### src/hw/rtl/oahm_pkg.sv
// Shared types, constants and codes for the open-address hash map.
// No dependencies; every other file of the block imports this package.
package oahm_pkg;

  // Default sizes for the top-level parameters.
  localparam int SLOTS_DEF      = 64;
  localparam int KEY_BITS_DEF   = 32;
  localparam int VALUE_BITS_DEF = 32;

  // Fixed field widths of the request and response transactions.
  localparam int KEY_W   = 32;
  localparam int HASH_W  = 64;
  localparam int VALUE_W = 32;
  localparam int LIVE_W  = 7;

  // Extra probes allowed beyond one full pass over the table.
  localparam int PROBE_EXTRA = 16;

  // Perturb shift applied after each probe.
  localparam int PERTURB_SHIFT = 5;

  typedef enum logic [1:0] {
    OP_LOOKUP = 2'd0,
    OP_INSERT = 2'd1,
    OP_REMOVE = 2'd2,
    OP_CLEAR  = 2'd3
  } op_t;

  typedef enum logic [2:0] {
    ST_CLEAR,
    ST_IDLE,
    ST_READ,
    ST_CHECK,
    ST_APPLY
  } state_t;

  typedef struct packed {
    op_t                 op;
    logic [KEY_W-1:0]    key;
    logic [HASH_W-1:0]   key_hash;
    logic [VALUE_W-1:0]  new_value;
    logic [VALUE_W-1:0]  fallback_value;
  } req_t;

  typedef struct packed {
    logic                found;
    logic [VALUE_W-1:0]  read_value;
    logic                status;
    logic [LIVE_W-1:0]   live_count;
  } rsp_t;

  // Per-slot state: used covers both live keys and tombstones.
  typedef struct packed {
    logic used;
    logic tomb;
  } slot_stat_t;

  // Write enables of the slot store, one per field memory.
  typedef struct packed {
    logic stat;
    logic key;
    logic val;
  } wr_ctl_t;

endpackage

### src/hw/rtl/oahm_step.sv
// Probe step unit: next slot index i = 5i + perturb + 1 (mod 2**IDX_W) and perturb >> 5.
// Depends on oahm_pkg.
module oahm_step
  import oahm_pkg::*;
#(
  parameter int IDX_W = 6
) (
  input  logic [IDX_W-1:0]  idx,
  input  logic [HASH_W-1:0] perturb,
  output logic [IDX_W-1:0]  idx_next,
  output logic [HASH_W-1:0] perturb_next
);

  // Only the low index bits of perturb survive the mask, so the add is IDX_W wide.
  assign idx_next = IDX_W'({idx, 2'b00}) + idx + perturb[IDX_W-1:0] + IDX_W'(1);
  assign perturb_next = perturb >> PERTURB_SHIFT;

endmodule

### config.mk
export PLATFORM = sky130hd
export DESIGN_NAME = oahm_step
export DESIGN_NICKNAME = d
export VERILOG_FILES = /design/src/hw/rtl/oahm_pkg.sv /design/src/hw/rtl/oahm_step.sv
export SDC_FILE = /design/constraint.sdc
export NUM_CORES = 1
export LEC_CHECK = 0
export ABC_AREA = 1
export BUFFER_PORTS_ARGS = -buffer_cell sky130_fd_sc_hd__buf_4
export CORE_ASPECT_RATIO = 0.6
export CORE_MARGIN = 1.5
export CORE_UTILIZATION = 26
export DETAILED_ROUTE_END_ITERATION = 10
export GPL_ROUTABILITY_DRIVEN = 0
export PLACE_DENSITY = 0.89
export SYNTH_ARGS = -nofsm -noshare
export SYNTH_HDL_FRONTEND = slang
export SYNTH_SLANG_ARGS = --single-unit
### constraint.sdc
create_clock -name vclk -period 1.8
set_input_delay 0.18 -clock vclk [all_inputs]
set_output_delay 0.18 -clock vclk [all_outputs]
set_load 0.005 [all_outputs]
# == After elaboration in Yosys (flattened, before gate mapping) ==
# Cells that the tools add are included.
# totals
register_bits,0
output_inout_bits,70
word_cells,3
# classes
addsub,3
# op_table
cell,count
6-bit adder,2
6-bit by 1-bit adder with 6-bit output (second input constant),1

# == Logic depth before layout (Yosys ltp) ==
# depth
ltp_word,3
depth_mapped,11

# == Worst setup path after synthesis ==
# No wires, ideal clock.
# synth_timing
path_kind,input port to output port
start,input port idx[0]
end,output port idx_next[5]
t_arrival_ps,1576
required_time_ps,1620
setup_slack_ps,44
cell_stages,7
cell_sequence,inv_1 > fa_1 > fa_1 > nand3b_1 > nand2_1 > nand3_1 > nand2_1
# synth_between
elab_chain_len,3
# synth_lines
element,line_no,source
"start, declared",oahm_step.sv:8,"input logic [IDX_W-1:0] idx,"
6-bit adder (2 in a row),oahm_step.sv:15,"assign idx_next = IDX_W'({idx, 2'b00}) + idx + perturb[IDX_W-1:0] + IDX_W'(1);"
6-bit by 1-bit adder with 6-bit output,oahm_step.sv:15,
"end, declared",oahm_step.sv:10,"output logic [IDX_W-1:0] idx_next,"
# Every way passes these cells.

# == Final worst setup path ==
# Same ends and word-level chain as after synthesis.

==> metrics.md <==
| Metric | Value |
|---|---|
| Setup ws final | `-0.06719 ns` |
| Post-synthesis cell count | `117` |
| Initial antenna violation count | `0` |
| Syn Area/Cell | `6.972 um2` |
| Clkbuf count | `0` |
| GRT Resource Usage Total | `10.11%` |
| Crit path launch type | `input pin` |
| Ant. Diodes | `0` |
| Synth top area share | `58.90%` |
| CORE AREA | `2928 um2` |
| Hold Path Depth | `0` |
| Max Clk Rate | `535.6 MHz` |
| Die area | `3494 um2` |
| Reg area | `0 um2` |
| Post-Layout Cell Count | `124` |
| Grt met1 use | `9.009%` |
| Wire per inst | `14.23 um` |
| Placed cells | `124` |
| Commonest non-fill, non-tap cell in the layout | `buf_4` |
| Met3 usage | `12.69%` |
| Post-synthesis cell type count | `12` |
| Drt drc | `0` |
| Leading area contributor after synthesis | `buf_4` |
| Setup violations, final | `2` |
| Fillers | `342` |
| HP Class | `input pin to output pin` |
| Total grt overflow | `0` |
| CP max-delay cell | `fa_1` |
| Cell Area, Synth | `815.8 um2` |
| Sequential fraction of the synthesis area | `0%` |
| Synth area leaders | `buf_4 59%, fa_1 9.8%, ha_1 9.2%` |
| Slowest stage delay, CP | `0.51 ns` |
| Detailed Routing Iterations Pass 1 | `4` |
| Area Growth Syn to Fin | `-14.11%` |
| Worst EP arrival | `1.69 ns` |
| Post-CTS Setup Bufs | `0` |
| Share of cells above drive strength 1 | `51.22%` |
| Leak | `0.0003720 uW` |
| Failing checks | `setup timing` |
| CP Capture Type | `output pin` |
| Fin crit share | `103.7%` |
| CP required | `1.62 ns` |
| Most used routing layer | `met2` |
| M2 GR Usage | `15.26%` |
| Final setup TNS | `-0.08820 ns` |
| Die Y | `46.39 um` |
| WL final | `1.765 mm` |
| Detail Placement HPWL | `1.362 mm` |
| Commonest non-fill, non-tap cells in the layout | `20 x buf_4, 13 x inv_1, 11 x nand2_1` |
| Max Slew Vio Count | `0` |
| Port buffer count | `19` |
| Tmin final | `1.867 ns` |
| Row count | `15` |
| DIE WIDTH | `75.32 um` |
| Hold buffer count at cts | `0` |
| Crit path cell chain | `buf_6 -> inv_4 -> fa_1 -> fa_2 -> nand3b_1 -> nand2_1 -> inv_1 -> nand2_1 -> nand2_2 -> buf_6` |
| Number of global-route vias before repair | `490` |
| Final #Nets | `164` |
| HP Start | `perturb[15]` |
| Via density | `3.823` |
| Post-DP Area | `590.6 um2` |
| Pwr per Cell Area | `443.3 nW/um2` |
| Peak supply drop | `0.1313 mV` |
| Crit path max fanout | `2` |
| Ports | `140` |
| Status | `finished, violations left` |
| DR vias | `474` |
| Final ANT Viol Nets | `0` |
| Largest net degree at the start of global routing | `5` |
| Sink of the worst hold path | `perturb_next[10]` |
| Iter 0 DRT Violations | `15` |
| First-pass GRT wire length | `2.484 mm` |
| Design Area, Final | `700.7 um2` |
| Seq cells | `0` |
| Final Hold Viols | `0` |
| Max_cap viols | `0` |
| Initial core utilization | `27.86%` |
| RSZ-0062 raised after global routing | `true` |
| WS Path Type | `input pin to output pin` |
| Core Util, Final | `23.93%` |
| YS warnings | `0` |
## layer usage
| layer | wire (um) | share of wire, % |
|---|---|---|
| met5 | 0 | 0 |
| met4 | 5 | 0.28 |
| met3 | 412 | 23 |
| met2 | 805 | 46 |
| met1 | 541 | 31 |
## final cells by class
class | count | area [um2] | area share, %
inverter | 18 | 70.07 | 10.00
multi-input combinational | 39 | 371.6 | 53.04
tap | 42 | 52.55 | 7.500
timing repair buffer | 25 | 206.4 | 29.46
## power by group
group	leakage (uW)	internal (uW)	switching, uW
clock network	0	0	0
registers	0	0	0
logic	0.000372	176	135
## worst max-delay path by stage
| stage | from | to | slack, ns | cells after the start |
|---|---|---|---|---|
| global placement | idx[0] | idx_next[5] | -0.18 | 10 |
| CTS | perturb[2] | idx_next[5] | -0.08 | 10 |
| detailed placement | idx[0] | idx_next[5] | -0.26 | 10 |
| floorplan | idx[0] | idx_next[5] | 0.04 | 7 |
| global route | idx[0] | idx_next[5] | -0.13 | 10 |
| finish | idx[0] | idx_next[5] | -0.07 | 10 |
## worst max-delay path, delay by kind of cell
kind	cells	cell delay, ns
buf+inv	4	0.25
fa+ha+maj	2	0.87
simple gates	4	0.37
## cells by family (layout without fill, tap and decap cells)
family | after synthesis | in the layout | share of synthesized area [%]
fa+ha+maj | 10 | 10 | 19.02
buf+inv | 82 | 43 | 67.18
compound gates | 2 | 2 | 1.227
simple gates | 20 | 20 | 9.970
other cells | 1 | 5 | 0.4597
xor+xnor | 2 | 2 | 2.148
## synth_stat cells
master	number
xnor2_1	1
a21oi_1	2
inv_1	18
fa_1	4
nand3b_1	1
buf_4	64
nand2_1	13
nor2_1	4
ha_1	6
nand3_1	2
conb_1	1
xor2_1	1
## stage by stage
step	hold slack, ns	worst slack (ns)	total power [uW]
3_3_place_gp	0.3600	-0.1813	240.1
5_1_grt	0.3600	-0.1313	345.8
3_5_place_dp	0.3600	-0.2634	247.7
4_1_cts	0.3600	-0.08410	290.4
2_1_floorplan	0.4408	0.04437	224.2
6_report	0.3600	-0.06719	310.6
## timing repair
action	CTS	global route
endpoints found under the setup margin	3	2
pin swaps	13	5
resized for setup	20	5
Note: power is estimated with default switching activity, not from simulation.
