<file path="config.mk">
export PLATFORM = sky130hd
export DESIGN_NAME = oahm_store
export DESIGN_NICKNAME = d
export VERILOG_FILES = /design/src/hw/rtl/oahm_pkg.sv /design/src/hw/rtl/oahm_store.sv
export SDC_FILE = /design/constraint.sdc
export NUM_CORES = 2
export LEC_CHECK = 0
export BUFFER_PORTS_ARGS = -buffer_cell sky130_fd_sc_hd__buf_2
export CORE_ASPECT_RATIO = 0.75
export CORE_MARGIN = 1.5
export CORE_UTILIZATION = 61
export DETAILED_ROUTE_END_ITERATION = 16
export PLACE_DENSITY = 0.77
export SETUP_SLACK_MARGIN = 0.1
export SYNTH_ARGS = -nofsm -noshare
export SYNTH_HDL_FRONTEND = slang
export SYNTH_MEMORY_MAX_BITS = 65536
export SYNTH_SLANG_ARGS = --single-unit
</file>
<file path="constraint.sdc">
create_clock -name clk -period 5.8 [get_ports clk]
set_input_delay 0.58 -clock clk [delete_from_list [all_inputs] [get_ports clk]]
set_output_delay 0.58 -clock clk [all_outputs]
set_load 0.02 [all_outputs]
</file>
<file path="src/hw/rtl/oahm_pkg.sv">
// Shared types, constants and codes for the open-address hash map.
// No dependencies; every other file of the block imports this package.
package oahm_pkg;

  // Default sizes for the top-level parameters.
  localparam int SLOTS_DEF      = 64;
  localparam int KEY_BITS_DEF   = 32;
  localparam int VALUE_BITS_DEF = 32;

  // Fixed field widths of the request and response transactions.
  localparam int KEY_W   = 32;
  localparam int HASH_W  = 64;
  localparam int VALUE_W = 32;
  localparam int LIVE_W  = 7;

  // Extra probes allowed beyond one full pass over the table.
  localparam int PROBE_EXTRA = 16;

  // Perturb shift applied after each probe.
  localparam int PERTURB_SHIFT = 5;

  typedef enum logic [1:0] {
    OP_LOOKUP = 2'd0,
    OP_INSERT = 2'd1,
    OP_REMOVE = 2'd2,
    OP_CLEAR  = 2'd3
  } op_t;

  typedef enum logic [2:0] {
    ST_CLEAR,
    ST_IDLE,
    ST_READ,
    ST_CHECK,
    ST_APPLY
  } state_t;

  typedef struct packed {
    op_t                 op;
    logic [KEY_W-1:0]    key;
    logic [HASH_W-1:0]   key_hash;
    logic [VALUE_W-1:0]  new_value;
    logic [VALUE_W-1:0]  fallback_value;
  } req_t;

  typedef struct packed {
    logic                found;
    logic [VALUE_W-1:0]  read_value;
    logic                status;
    logic [LIVE_W-1:0]   live_count;
  } rsp_t;

  // Per-slot state: used covers both live keys and tombstones.
  typedef struct packed {
    logic used;
    logic tomb;
  } slot_stat_t;

  // Write enables of the slot store, one per field memory.
  typedef struct packed {
    logic stat;
    logic key;
    logic val;
  } wr_ctl_t;

endpackage

</file>
<file path="src/hw/rtl/oahm_store.sv">
// Slot store: key, value and slot-state memories with one read and one write port.
// Depends on oahm_pkg.
module oahm_store
  import oahm_pkg::*;
#(
  parameter int SLOTS      = SLOTS_DEF,
  parameter int KEY_BITS   = KEY_BITS_DEF,
  parameter int VALUE_BITS = VALUE_BITS_DEF,
  localparam int IDX_W     = $clog2(SLOTS)
) (
  input  logic                  clk,
  input  logic                  rd_en,
  input  logic [IDX_W-1:0]      rd_addr,
  output logic [KEY_BITS-1:0]   rd_key,
  output logic [VALUE_BITS-1:0] rd_val,
  output slot_stat_t            rd_stat,
  input  wr_ctl_t               wr_ctl,
  input  logic [IDX_W-1:0]      wr_addr,
  input  logic [KEY_BITS-1:0]   wr_key,
  input  logic [VALUE_BITS-1:0] wr_val,
  input  slot_stat_t            wr_stat
);

  logic [KEY_BITS-1:0]   key_mem  [SLOTS];
  logic [VALUE_BITS-1:0] val_mem  [SLOTS];
  slot_stat_t            stat_mem [SLOTS];

  always_ff @(posedge clk) begin
    if (wr_ctl.key) begin
      key_mem[wr_addr] <= wr_key;
    end
    if (wr_ctl.val) begin
      val_mem[wr_addr] <= wr_val;
    end
    if (wr_ctl.stat) begin
      stat_mem[wr_addr] <= wr_stat;
    end
  end

  always_ff @(posedge clk) begin
    if (rd_en) begin
      rd_key  <= key_mem[rd_addr];
      rd_val  <= val_mem[rd_addr];
      rd_stat <= stat_mem[rd_addr];
    end
  end

endmodule
</file>
* Word-level counts from Yosys, hierarchy flattened *
Memories as Yosys holds them, arrays and structs flattened. A register that Yosys moved wholly into a read port is not among the register bits.
Index checks and enable logic that the tools add are counted.

storage, ports and cells
  bits in registers = 0
  bits in writable memories = 4224
  output and inout bits = 66
  word-level logic and storage cells = 9
  memories = 3

memories
  name      words  width  read ports  clocked after Yosys merged registers in  wr ports  line              source
  key_mem   64     32     1           1                                        1         oahm_store.sv:24  logic [KEY_BITS-1:0] key_mem [SLOTS];
  val_mem   64     32     1           1                                        1         oahm_store.sv:25  logic [VALUE_BITS-1:0] val_mem [SLOTS];
  stat_mem  64     2      1           1                                        1         oahm_store.sv:26  slot_stat_t stat_mem [SLOTS];

cells by class
  multiplexer cells = 6

operators with widths
  cell    count
  $mux 1  6

* Logic depth before layout (Yosys ltp) *
  depth after elaboration = 2
  gate-level depth with buffers = 9

* Least setup slack after synthesis *
Ideal clock, no wire load.

  kind = input to register
  start = input wr_addr[5]
  end = memory key_mem[36][0] (netlist name) (enable)
  setup time = 0.421 ns
  arrival = 2.971 ns
  data required time = 5.379 ns
  path slack = 2.408 ns
  cell stages on the path = 5
  path buffers = 3
  path through = clkbuf_1 > or3b_2 > clkbuf_1 > clkbuf_1 > nor2_1

RTL lines
  element          line              source
  start, declared  oahm_store.sv:18  input logic [IDX_W-1:0] wr_addr,
  end, declared    oahm_store.sv:24

No word-level cell before the write port.

==> metrics <==
global-route wire length before repair=about 600000 um; post-layout minimum cycle time=roughly 3300 ps; Max Slew Vio Count=0; Final TNS setup=0 ps; Root Buffer=clkbuf_16; register area share after synthesis=just under 80%; Final Setup Violations=0; Area Overhead vs Synth=11.4%; Yosys reg bits=~4300; Critical Path RT=6450 ps; most used cell along the critical path=buf_4; Die H=between 400 and 500 um; Clock Tree Buf Depth=4; cts bufs inserted=388; Max Clock Skew=63.7 ps; Ports=around 150; Hold Buf Count CTS=0; final hold vios=0; f_max=~300 MHz; Layout Nets=between 7000 and 8000; H-Tree Level Count=5; mapped cell area=approximately 160000 um2; post-CTS setup buffer count=0; DR DRC count=0; drt wl/cell=about 39 um; CTS tree=done; clk sinks=4290; initial antenna violation count=49; Worst EP arrival=between 3000 and 4000 ps; PD cells=about 350 nW/um2; Final Cycle Share=between 50% and 60%; peak fanout along the critical path=35; Clock Latency Late Sink=~930 ps; Final Wtd Congestion=between 0.8 and 0.9; PortBufs=148; GR peak layer=met1; Worst slew margin=between 3 and 4%; grt met1 use=between 40% and 50%; most common library cells after synthesis=4290 x edfxtp_1, 1056 x mux4_2, 264 x a22oi_1; grt met2 use=46.2%; leakage power=about 56 nW; Gate Count Post-Synth=6886; vias in the first global route=between 70000 and 80000; Distinct cells, synth=33; Starting Density=61.5%; post-DR vias/cell=about 7.3; fillcell total=about 15000; Syn Nets=approximately 7000; layout cell share with drive strength beyond 1=between 20% and 30%; critical setup path kind=in2reg; Util after Layout=about two thirds; post-route cell area=about 180000 um2; top_reg_cell synth=edfxtp_1; hpwl dp=244000 um; DRT antenna net count=0; crit path cell chain=buf_4 -> nor2b_4 -> buf_4 -> nand3_1 -> o211a_1; share of the synthesized area in the top cell type=between 70% and 80%; Post-DP Area=about 170000 um2; RSZ-0062 raised after global routing=false; status=completed; met3 Track Usage GR=between 10% and 20%; CP Capture Type=register; Max stage delay on crit path=~1200 ps; CP Launch Type=input port; die width=598 um; overflow left after global routing=0; Max VDD drop=approximately 0.00026 V; Initial DRC Count=between 10000 and 15000; largest cells by area after synthesis=edfxtp_1 79%, mux4_2 15%, a22oi_1 1.2%, buf_2 0.63%, mux2i_1 0.60%; Post-CTS Resized=0; # Max-Cap Violations=0; count leader, synth=edfxtp_1; Worst-path clk slew=roughly 70 ps; Routed WL=439000 um; worst slew pin tran=approximately 1400 ps; fraction of registers with async set/reset=0%; die area=about 270000 um2; EDFF count, synth=4290; warnings from Yosys=0; via count=around 80000; Syn Area/Cell=between 20 and 25 um2; largest area contributor in the netlist=edfxtp_1; largest net degree at the start of global routing=between 100 and 150; std cell rows=163; drt pass-1 iters=6; CP max-delay cell=nor2b_4; worst hold path type=in2reg; total global-route track usage=roughly a third; core box area=around 260000 um2
## routing by layer
metal / wire length [um] / part of all wire [%] / vias to the layer above
li1: - / - / 30500
met1: 153000 / 35 / 42600
met2: 193000 / 44 / 7604
met3: 76100 / 17 / 937
met4: 16900 / 3.8 / 20
met5: 127 / 0.029 / -
## cell type report
| cell class | count | area (um2) | area share (%) |
|---|---|---|---|
| multi-input combinational | 2189 | 32300 | 17.9 |
| sequential | 4290 | 129000 | 71.3 |
| tap | 3547 | 4440 | 2.46 |
| clock buffer | 460 | 10100 | 5.61 |
| clock inverter | 236 | 1880 | 1.04 |
| timing repair buffer | 402 | 3080 | 1.70 |
| inverter | 1 | 3.75 | 0.00208 |
| antenna | 25 | 62.6 | 0.0346 |
## worst max-delay path, delay by kind of cell
kind,cells,cell delay [ps]
buf+inv,2,1080
compound gates,1,350
simple gates,2,1900
## stage by stage
step                hold slack, ps  total power, mW  worst slack, ps  instances
global placement               890             38.2             1800      10400
floorplan                      679             36.8             2410       6886
CTS                           58.3             62.6             2790      11100
global route                  86.2             64.0             2560      11100
finish                         108             62.7             2460      11200
detailed placement             897             38.3             1820      10400
## where the power goes
group	internal (mW)	total, mW	leakage [nW]	switching [mW]
logic	1.06	3.29	11.3	2.22
clock network	13.7	24.9	5.88	11.2
registers	34.4	34.5	38.6	0.141
## cells by family after synthesis
group / share of synthesized area [%]
AND/OR/NAND/NOR: 1.22
multiplexers: 15.3
flip-flops: 79.4
buffers and inverters: 1.29
AO/OA/AOI/OAI: 2.77
## cells in the final DEF, fill, tap and decap left out, types with 65 or more instances in the layout
cell | netlist | layout
edfxtp_1 | 4290 | 4290
mux4_2 | 1056 | 1056
clkbuf_16 | 0 | 395
a22oi_1 | 264 | 264
buf_4 | 46 | 225
buf_2 | 203 | 143
nand3_1 | 133 | 133
nor2_4 | 0 | 128
clkinv_1 | 0 | 107
nor2_1 | 232 | 104
o22ai_1 | 101 | 101
mux2i_1 | 97 | 97
clkinv_2 | 0 | 75
o221ai_1 | 66 | 66
o211a_1 | 66 | 66
clkbuf_1 | 118 | 65
## registers in the layout, summed over array words and instances (netlist names)
register / count
key_mem: 2048
stat_mem: 128
val_mem: 2048
rd_stat: 2
rd_key: 32
rd_val: 32
## worst paths after layout
path,slack (ps),startpoint,endpoint,cells past startpoint
hold reg to reg,920,val_mem[30][8],rd_val[8],4
hold / removal,110,rd_en,rd_val[7],1
setup / recovery,2460,rd_addr[4],rd_key[26],5
setup reg to reg,3440,val_mem[15][13],rd_val[13],4
(Power assumes the default switching activity.)
